===== src/hdl/stpq_pkg.sv =====
// ----------------------------------------------------------------------------
// stpq_pkg
// Shared constants, codes and helpers for the stable priority queue.
// ----------------------------------------------------------------------------
package stpq_pkg;

    localparam int QUEUE_DEPTH   = 16;
    localparam int PRIORITY_BITS = 8;

    localparam int ID_W      = 32;
    localparam int IN_PRIO_W = 8;
    localparam int OUT_CNT_W = 5;
    localparam int ADDR_W    = $clog2(QUEUE_DEPTH);
    localparam int CNT_W     = $clog2(QUEUE_DEPTH + 1);
    localparam int ENTRY_W   = ID_W + PRIORITY_BITS;

    typedef logic [ADDR_W-1:0]        addr_t;
    typedef logic [CNT_W-1:0]         count_t;
    typedef logic [PRIORITY_BITS-1:0] prio_t;

    localparam logic REQ_INSERT = 1'b0;
    localparam logic REQ_REMOVE = 1'b1;

    localparam logic [1:0] STATUS_INSERTED = 2'd0;
    localparam logic [1:0] STATUS_REMOVED  = 2'd1;
    localparam logic [1:0] STATUS_EMPTY    = 2'd2;
    localparam logic [1:0] STATUS_DROPPED  = 2'd3;

    // Circular address: base plus offset, wrapped at the queue depth.
    function automatic addr_t wrap_addr(input addr_t base, input addr_t off);
        logic [ADDR_W:0] sum;
        sum = {1'b0, base} + {1'b0, off};
        if (sum >= (ADDR_W+1)'(QUEUE_DEPTH)) begin
            sum = sum - (ADDR_W+1)'(QUEUE_DEPTH);
        end
        return sum[ADDR_W-1:0];
    endfunction

    // Keep the low PRIORITY_BITS bits of the incoming priority.
    function automatic prio_t prio_in(input logic [IN_PRIO_W-1:0] p);
        logic [PRIORITY_BITS+IN_PRIO_W-1:0] ext;
        ext = {{PRIORITY_BITS{1'b0}}, p};
        return ext[PRIORITY_BITS-1:0];
    endfunction

    function automatic logic [IN_PRIO_W-1:0] prio_out(input prio_t p);
        logic [PRIORITY_BITS+IN_PRIO_W-1:0] ext;
        ext = {{IN_PRIO_W{1'b0}}, p};
        return ext[IN_PRIO_W-1:0];
    endfunction

    function automatic logic [OUT_CNT_W-1:0] count_out(input count_t c);
        logic [CNT_W+OUT_CNT_W-1:0] ext;
        ext = {{OUT_CNT_W{1'b0}}, c};
        return ext[OUT_CNT_W-1:0];
    endfunction

endpackage


===== src/hdl/stable_priority_queue.sv =====
// ----------------------------------------------------------------------------
// stable_priority_queue
// Bounded priority queue of tickets kept in service order in one RAM.
// ----------------------------------------------------------------------------
// Usage:
//   The s_ channel takes one request per item: insert (id, priority) or
//   remove the head. The m_ channel returns exactly one result item per
//   request: status, removed id and priority, and the entry count after it.
//   Smaller priority is served first; equal priorities leave in arrival order.
//   Entries sit in a circular buffer in the RAM. A remove reads the head and
//   advances the head pointer. An insert walks from the tail toward the head,
//   one entry per cycle, moving each entry of larger priority up one slot,
//   then writes the new ticket into the gap.
// Sequencing (accept to m_valid):
//   drop on full and remove on empty go straight to the result state;
//   a remove reads the head first; an insert walks over the k entries
//   of larger priority, then writes the ticket before the result state.
//   The block takes one request at a time; s_ready rises together with
//   m_valid, so the next request waits until the result is registered.
// Reset empties the queue (count and head cleared); RAM contents are left
// as they are. A stalled receiver holds the result and the block waits with
// the next result until the output register is free.
// ----------------------------------------------------------------------------
module stable_priority_queue import stpq_pkg::*; (
    input  logic                 aclk,
    input  logic                 aresetn,
    input  logic                 s_valid,
    output logic                 s_ready,
    input  logic                 s_req_type,
    input  logic [ID_W-1:0]      s_ticket_id,
    input  logic [IN_PRIO_W-1:0] s_ticket_priority,
    output logic                 m_valid,
    input  logic                 m_ready,
    output logic [1:0]           m_status,
    output logic [ID_W-1:0]      m_out_id,
    output logic [IN_PRIO_W-1:0] m_out_priority,
    output logic [OUT_CNT_W-1:0] m_entry_count
);

    localparam logic [2:0] ST_IDLE     = 3'd0;
    localparam logic [2:0] ST_INS_WAIT = 3'd1;
    localparam logic [2:0] ST_INS_PUT  = 3'd2;
    localparam logic [2:0] ST_REM_WAIT = 3'd3;
    localparam logic [2:0] ST_RESP     = 3'd4;

    logic [2:0] state_reg, state_next;
    addr_t      head_reg, head_next;
    count_t     count_reg, count_next;
    addr_t      idx_reg, idx_next;

    logic [ID_W-1:0] new_id_reg, new_id_next;
    prio_t           new_prio_reg, new_prio_next;

    logic [1:0]      res_status_reg, res_status_next;
    logic [ID_W-1:0] res_id_reg, res_id_next;
    prio_t           res_prio_reg, res_prio_next;

    logic                 m_valid_reg, m_valid_next;
    logic [1:0]           m_status_reg, m_status_next;
    logic [ID_W-1:0]      m_out_id_reg, m_out_id_next;
    logic [IN_PRIO_W-1:0] m_out_priority_reg, m_out_priority_next;
    logic [OUT_CNT_W-1:0] m_entry_count_reg, m_entry_count_next;

    logic               accept;
    logic               ram_we;
    addr_t              ram_waddr;
    logic [ENTRY_W-1:0] ram_wdata;
    logic               ram_re;
    addr_t              ram_raddr;
    logic [ENTRY_W-1:0] ram_rdata;
    prio_t              rd_prio;
    logic [ID_W-1:0]    rd_id;

    stpq_ram #(
        .WIDTH (ENTRY_W),
        .DEPTH (QUEUE_DEPTH)
    ) u_ram (
        .aclk  (aclk),
        .we    (ram_we),
        .waddr (ram_waddr),
        .wdata (ram_wdata),
        .re    (ram_re),
        .raddr (ram_raddr),
        .rdata (ram_rdata)
    );

    assign s_ready = (state_reg == ST_IDLE);
    assign accept  = s_valid && s_ready;
    assign rd_id   = ram_rdata[ENTRY_W-1:PRIORITY_BITS];
    assign rd_prio = ram_rdata[PRIORITY_BITS-1:0];

    assign m_valid        = m_valid_reg;
    assign m_status       = m_status_reg;
    assign m_out_id       = m_out_id_reg;
    assign m_out_priority = m_out_priority_reg;
    assign m_entry_count  = m_entry_count_reg;

    always_comb begin
        state_next          = state_reg;
        head_next           = head_reg;
        count_next          = count_reg;
        idx_next            = idx_reg;
        new_id_next         = new_id_reg;
        new_prio_next       = new_prio_reg;
        res_status_next     = res_status_reg;
        res_id_next         = res_id_reg;
        res_prio_next       = res_prio_reg;
        m_valid_next        = m_valid_reg;
        m_status_next       = m_status_reg;
        m_out_id_next       = m_out_id_reg;
        m_out_priority_next = m_out_priority_reg;
        m_entry_count_next  = m_entry_count_reg;
        ram_we              = 1'b0;
        ram_waddr           = head_reg;
        ram_wdata           = {new_id_reg, new_prio_reg};
        ram_re              = 1'b0;
        ram_raddr           = head_reg;

        if (m_valid_reg && m_ready) begin
            m_valid_next = 1'b0;
        end

        case (state_reg)
            ST_IDLE: begin
                if (accept) begin
                    new_id_next   = s_ticket_id;
                    new_prio_next = prio_in(s_ticket_priority);
                    res_id_next   = '0;
                    res_prio_next = '0;
                    if (s_req_type == REQ_INSERT) begin
                        if (count_reg == CNT_W'(QUEUE_DEPTH)) begin
                            res_status_next = STATUS_DROPPED;
                            state_next      = ST_RESP;
                        end else if (count_reg == '0) begin
                            state_next = ST_INS_PUT;
                        end else begin
                            // start the walk at the tail
                            idx_next   = ADDR_W'(count_reg - CNT_W'(1));
                            ram_re     = 1'b1;
                            ram_raddr  = wrap_addr(head_reg, ADDR_W'(count_reg - CNT_W'(1)));
                            state_next = ST_INS_WAIT;
                        end
                    end else begin
                        if (count_reg == '0) begin
                            res_status_next = STATUS_EMPTY;
                            state_next      = ST_RESP;
                        end else begin
                            ram_re     = 1'b1;
                            ram_raddr  = head_reg;
                            state_next = ST_REM_WAIT;
                        end
                    end
                end
            end
            ST_INS_WAIT: begin
                ram_we    = 1'b1;
                ram_waddr = wrap_addr(head_reg, idx_reg + ADDR_W'(1));
                if (rd_prio > new_prio_reg) begin
                    // move this entry up one slot and keep walking
                    ram_wdata = ram_rdata;
                    if (idx_reg == '0) begin
                        state_next = ST_INS_PUT;
                    end else begin
                        idx_next   = idx_reg - ADDR_W'(1);
                        ram_re     = 1'b1;
                        ram_raddr  = wrap_addr(head_reg, idx_reg - ADDR_W'(1));
                    end
                end else begin
                    ram_wdata       = {new_id_reg, new_prio_reg};
                    count_next      = count_reg + CNT_W'(1);
                    res_status_next = STATUS_INSERTED;
                    state_next      = ST_RESP;
                end
            end
            ST_INS_PUT: begin
                ram_we          = 1'b1;
                ram_waddr       = head_reg;
                ram_wdata       = {new_id_reg, new_prio_reg};
                count_next      = count_reg + CNT_W'(1);
                res_status_next = STATUS_INSERTED;
                state_next      = ST_RESP;
            end
            ST_REM_WAIT: begin
                res_id_next     = rd_id;
                res_prio_next   = rd_prio;
                head_next       = wrap_addr(head_reg, ADDR_W'(1));
                count_next      = count_reg - CNT_W'(1);
                res_status_next = STATUS_REMOVED;
                state_next      = ST_RESP;
            end
            ST_RESP: begin
                // hold until the output register is free
                if (!m_valid_reg || m_ready) begin
                    m_valid_next        = 1'b1;
                    m_status_next       = res_status_reg;
                    m_out_id_next       = res_id_reg;
                    m_out_priority_next = prio_out(res_prio_reg);
                    m_entry_count_next  = count_out(count_reg);
                    state_next          = ST_IDLE;
                end
            end
            default: begin
                state_next = ST_IDLE;
            end
        endcase
    end

    always_ff @(posedge aclk) begin
        if (!aresetn) begin
            state_reg   <= ST_IDLE;
            head_reg    <= '0;
            count_reg   <= '0;
            m_valid_reg <= 1'b0;
        end else begin
            state_reg   <= state_next;
            head_reg    <= head_next;
            count_reg   <= count_next;
            m_valid_reg <= m_valid_next;
        end
    end

    always_ff @(posedge aclk) begin
        idx_reg            <= idx_next;
        new_id_reg         <= new_id_next;
        new_prio_reg       <= new_prio_next;
        res_status_reg     <= res_status_next;
        res_id_reg         <= res_id_next;
        res_prio_reg       <= res_prio_next;
        m_status_reg       <= m_status_next;
        m_out_id_reg       <= m_out_id_next;
        m_out_priority_reg <= m_out_priority_next;
        m_entry_count_reg  <= m_entry_count_next;
    end

    a_count_bound: assert property (@(posedge aclk) disable iff (!aresetn)
        count_reg <= CNT_W'(QUEUE_DEPTH))
        else $error("entry count beyond queue depth");

    a_idle_no_write: assert property (@(posedge aclk) disable iff (!aresetn)
        state_reg == ST_IDLE |-> !ram_we)
        else $error("RAM written while idle");

    a_idle_count_stable: assert property (@(posedge aclk) disable iff (!aresetn)
        state_reg == ST_IDLE && !s_valid |=> $stable(count_reg) && $stable(head_reg))
        else $error("queue state moved without a request");

    a_result_zero_fields: assert property (@(posedge aclk) disable iff (!aresetn)
        m_valid && m_status != STATUS_REMOVED |-> m_out_id == '0 && m_out_priority == '0)
        else $error("nonzero ticket fields on a result without removal");

    a_remove_count: assert property (@(posedge aclk) disable iff (!aresetn)
        state_reg == ST_REM_WAIT |=> count_reg == $past(count_reg) - CNT_W'(1))
        else $error("remove did not lower the entry count");

endmodule


===== src/hdl/stpq_ram.sv =====
// ----------------------------------------------------------------------------
// stpq_ram
// Simple dual-port RAM: one write port, one read port, registered read data.
// ----------------------------------------------------------------------------
module stpq_ram #(
    parameter int WIDTH = 8,
    parameter int DEPTH = 16
) (
    input  logic                     aclk,
    input  logic                     we,
    input  logic [$clog2(DEPTH)-1:0] waddr,
    input  logic [WIDTH-1:0]         wdata,
    input  logic                     re,
    input  logic [$clog2(DEPTH)-1:0] raddr,
    output logic [WIDTH-1:0]         rdata
);

    logic [WIDTH-1:0] mem [DEPTH];

    always_ff @(posedge aclk) begin
        if (we) begin
            mem[waddr] <= wdata;
        end
        if (re) begin
            rdata <= mem[raddr];
        end
    end

endmodule

===== config.mk =====
export PLATFORM = sky130hd
export DESIGN_NAME = stable_priority_queue
export DESIGN_NICKNAME = d
export VERILOG_FILES = /design/src/hdl/stpq_pkg.sv /design/src/hdl/stable_priority_queue.sv /design/src/hdl/stpq_ram.sv
export SDC_FILE = /design/constraint.sdc
export NUM_CORES = 1
export LEC_CHECK = 0
export BUFFER_PORTS_ARGS = -buffer_cell sky130_fd_sc_hd__clkbuf_2
export CORE_ASPECT_RATIO = 0.8
export CORE_MARGIN = 2
export CORE_UTILIZATION = 50
export DETAILED_ROUTE_END_ITERATION = 10
export PLACE_DENSITY = 0.69
export SYNTH_ARGS = -nofsm -noshare
export SYNTH_HDL_FRONTEND = slang
export SYNTH_SLANG_ARGS = --single-unit
export TNS_END_PERCENT = 20

===== constraint.sdc =====
create_clock -name aclk -period 3.95 [get_ports aclk]
set_clock_uncertainty 0.1 [all_clocks]
set_input_delay 0.1975 -clock aclk [delete_from_list [all_inputs] [get_ports aclk]]
set_output_delay 0.1975 -clock aclk [all_outputs]
set_load 0.03 [all_outputs]

==> results.toml <==
[routing]
finalWirelength_mm = 77.3
first_pass_iters = 5
post_drt_wl_per_cell_microns = 23.3
routed_via_density = 5.75
drc_errors = 0
routed-via-count = 19100
drtIter0Drc = 2325
antenna_left = 0

[finish]
mostFrequentLayoutCell = "edfxtp_1"
reg_top3 = "u_ram.mem (640), u_ram.rdata (40)"
largest_register_ff_count = 640
antenna_cells = 0
synthToLayoutAreaGrowth_pct = 16.1
nets = 2486
layout_common_cells = "813 x edfxtp_1, 570 x nand2_1, 250 x a21oi_1"
drive_gt1_frac = 0.131
finalInstanceArea_sq_um = 37400
top_register = "u_ram.mem"

[die]
coreArea_sq_um = 64000
die_h_microns = 231
die-area_sq_um = 66600
rows = 83
start_util = 0.504
ios = 94
die_x_microns = 288

[status]
outcome = "finished, final reports clean"

[clock_tree]
cts_tree = "done"
cts_max_path_buffers = 3
clock_latency_ns = 0.62
clkTransAtPathRegs_ns = 0.06
numCtsBuffers = 79
cts-root-buf = "clkbuf_16"
htreeDepth = 3
numClockSinks = 826

[global_route]
grt_antenna_before_repair = 1
grt_pass1_vias = 18800
grt_pass1_wl_mm = 114
grt_usage = 0.231
gr-total-overflow = 0
grt_max_degree = 144

[placed_design]
place.gp.congestion = 0.833
dp_hpwl_mm = 39.4
placed_area_sq_um = 34400
io_buffers = 93
place_ws_ns = 0.0727

[critical_path]
worstReg2RegEnd = "u_ram.rdata[39]"
critPathLaunch = "u_ram.rdata[5]"
path_max_fanout = 8
arrival_ns = 4.13
ff2ff_setup_slack_ns = 0.08
r2r-start = "u_ram.rdata[5]"
reg2reg_depth = 12
start_kind = "register"
end_kind = "register"
crit_end = "u_ram.rdata[39]"
critPathRequiredTime_ns = 4.20
critical_path_class = "reg -> reg"

[synth]
ys_warn_count = 0
netlist_instances = 2242
yosysSeqAreaShare = 0.765
syn_area_per_cell_sq_um = 14.4
synth_ff_type = "edfxtp_1"
synth_edf_count = 813
synth-seq-cells = 826
synth_area_sq_um = 32200
synth_nets = 2312
yosys.cell_types.count = 60
async_flop_share = 0

[sta]
fin_crit_sh = 0.981
fin_crit_ns = 3.87
fmax_mhz = 258
final-setup-viol-count = 0
worst_slack_ns = 0.0758
slew_viol_final = 0
hold_viol = 0
slew_headroom = 0.425
hold_ws_ns = 0.192
tightest_slew_ns = 0.860

[power_and_ir_drop]
total_leakage_power_nw = 13.5
ir_drop_uv = 283
p_per_area_nw_per_um2 = 591

[job]
maxCapViolCount = 0

[min_path]
hold_path_class = "in -> reg"
==> cells by family (layout without fill, tap and decap cells) <==
group | count (synthesis) | after routing | synth area share
muxes | 85 | 85 | 0.0264
buffers and inverters | 141 | 371 | 0.0203
DFF | 826 | 826 | 0.765
xor gates and xnor gates | 23 | 23 | 0.00625
and+or+nand+nor | 776 | 776 | 0.105
AOI/OAI and AO/OA | 366 | 366 | 0.0667
adders and majority gates | 25 | 25 | 0.0104
==> Yosys cell counts, types with 9 or more instances <==
library cell | count | share of area
edfxtp_1 | 813 | 0.76
nand2_1 | 572 | 0.067
a21oi_1 | 251 | 0.039
mux2i_1 | 84 | 0.026
clkbuf_1 | 69 | 0.0080
nand3_1 | 49 | 0.0076
and2_1 | 48 | 0.0093
o22ai_1 | 41 | 0.0080
a211o_1 | 40 | 0.011
or4_1 | 40 | 0.0093
buf_2 | 30 | 0.0047
nor2_1 | 29 | 0.0034
ha_1 | 22 | 0.0085
inv_1 | 21 | 0.0024
xnor2_1 | 15 | 0.0041
dfxtp_1 | 13 | 0.0081
o21ai_0 | 13 | 0.0020
buf_4 | 9 | 0.0021
==> routing by layer <==
| layer | wire, microns | vias up | global-route usage | share of wire |
|---|---|---|---|---|
| met5 | 0 | - | 0 | 0 |
| met4 | 1980 | 0 | 0.0706 | 0.026 |
| met3 | 6640 | 136 | 0.0461 | 0.086 |
| met2 | 36900 | 887 | 0.372 | 0.48 |
| met1 | 31700 | 9494 | 0.321 | 0.41 |
| li1 | - | 8599 | - | - |
==> power breakdown <==
| group | leakage, nW | internal, mW | switching [mW] | total [mW] |
|---|---|---|---|---|
| logic | 4.77 | 1.18 | 2.62 | 3.80 |
| registers | 7.50 | 10.8 | 0.199 | 11.0 |
| clock network | 1.22 | 4.27 | 3.09 | 7.36 |
==> repair_timing <==
| action | CTS | global route |
|---|---|---|
| gates resized for setup | 0 | 5 |
| buffers inserted | 0 | 2 |
| hold endpoints to repair | 56 | 0 |
| hold buffers | 45 | 0 |
| setup endpoints to repair | 0 | 40 |
==> through the flow <==
stage	setup TNS (ns)	cells	total power [mW]	utilization
floorplan	-251.19	2242	13.5	-
global placement	0	3136	14.7	0.538
detailed placement	0	3136	14.9	0.538
CTS	0	3318	22.2	0.584
global route	-0.102	3322	22.9	0.585
finish	0	3322	22.1	0.585
==> worst max-delay path, cell delays in order (launching register included) <==
cell	delay (ns)
edfxtp_1	0.44
ha_1	0.34
nand4_1	0.19
or3_1	0.45
and4_1	0.24
nand2_2	0.19
a311oi_4	0.20
nand4_1	0.23
buf_4	0.21
clkbuf_16	0.21
a21oi_1	0.05
or4_1	0.52
a211o_1	0.24
==> how the worst min path moves through the flow <==
stage / end / cells after the start / startpoint / slack (ns)
floorplan: new_id_reg[0] / 0 / s_ticket_id[0] / 0.20
global placement: new_id_reg[25] / 1 / s_ticket_id[25] / 0.28
detailed placement: new_id_reg[11] / 1 / s_ticket_id[11] / 0.28
CTS: new_id_reg[3] / 2 / s_ticket_id[3] / 0.16
global route: new_id_reg[20] / 2 / s_ticket_id[20] / 0.17
finish: new_id_reg[8] / 2 / s_ticket_id[8] / 0.19
==> layout make-up <==
type / instances / area (sq um)
multi-input combinational: 1275 / 7160
timing repair buffer: 212 / 1960
sequential: 826 / 24700
fill: 4793 / 26500
tap: 850 / 1060
clock inverter: 40 / 415
inverter: 22 / 82.6
clock buffer: 97 / 2090
Power figures use the tool's default switching activity.
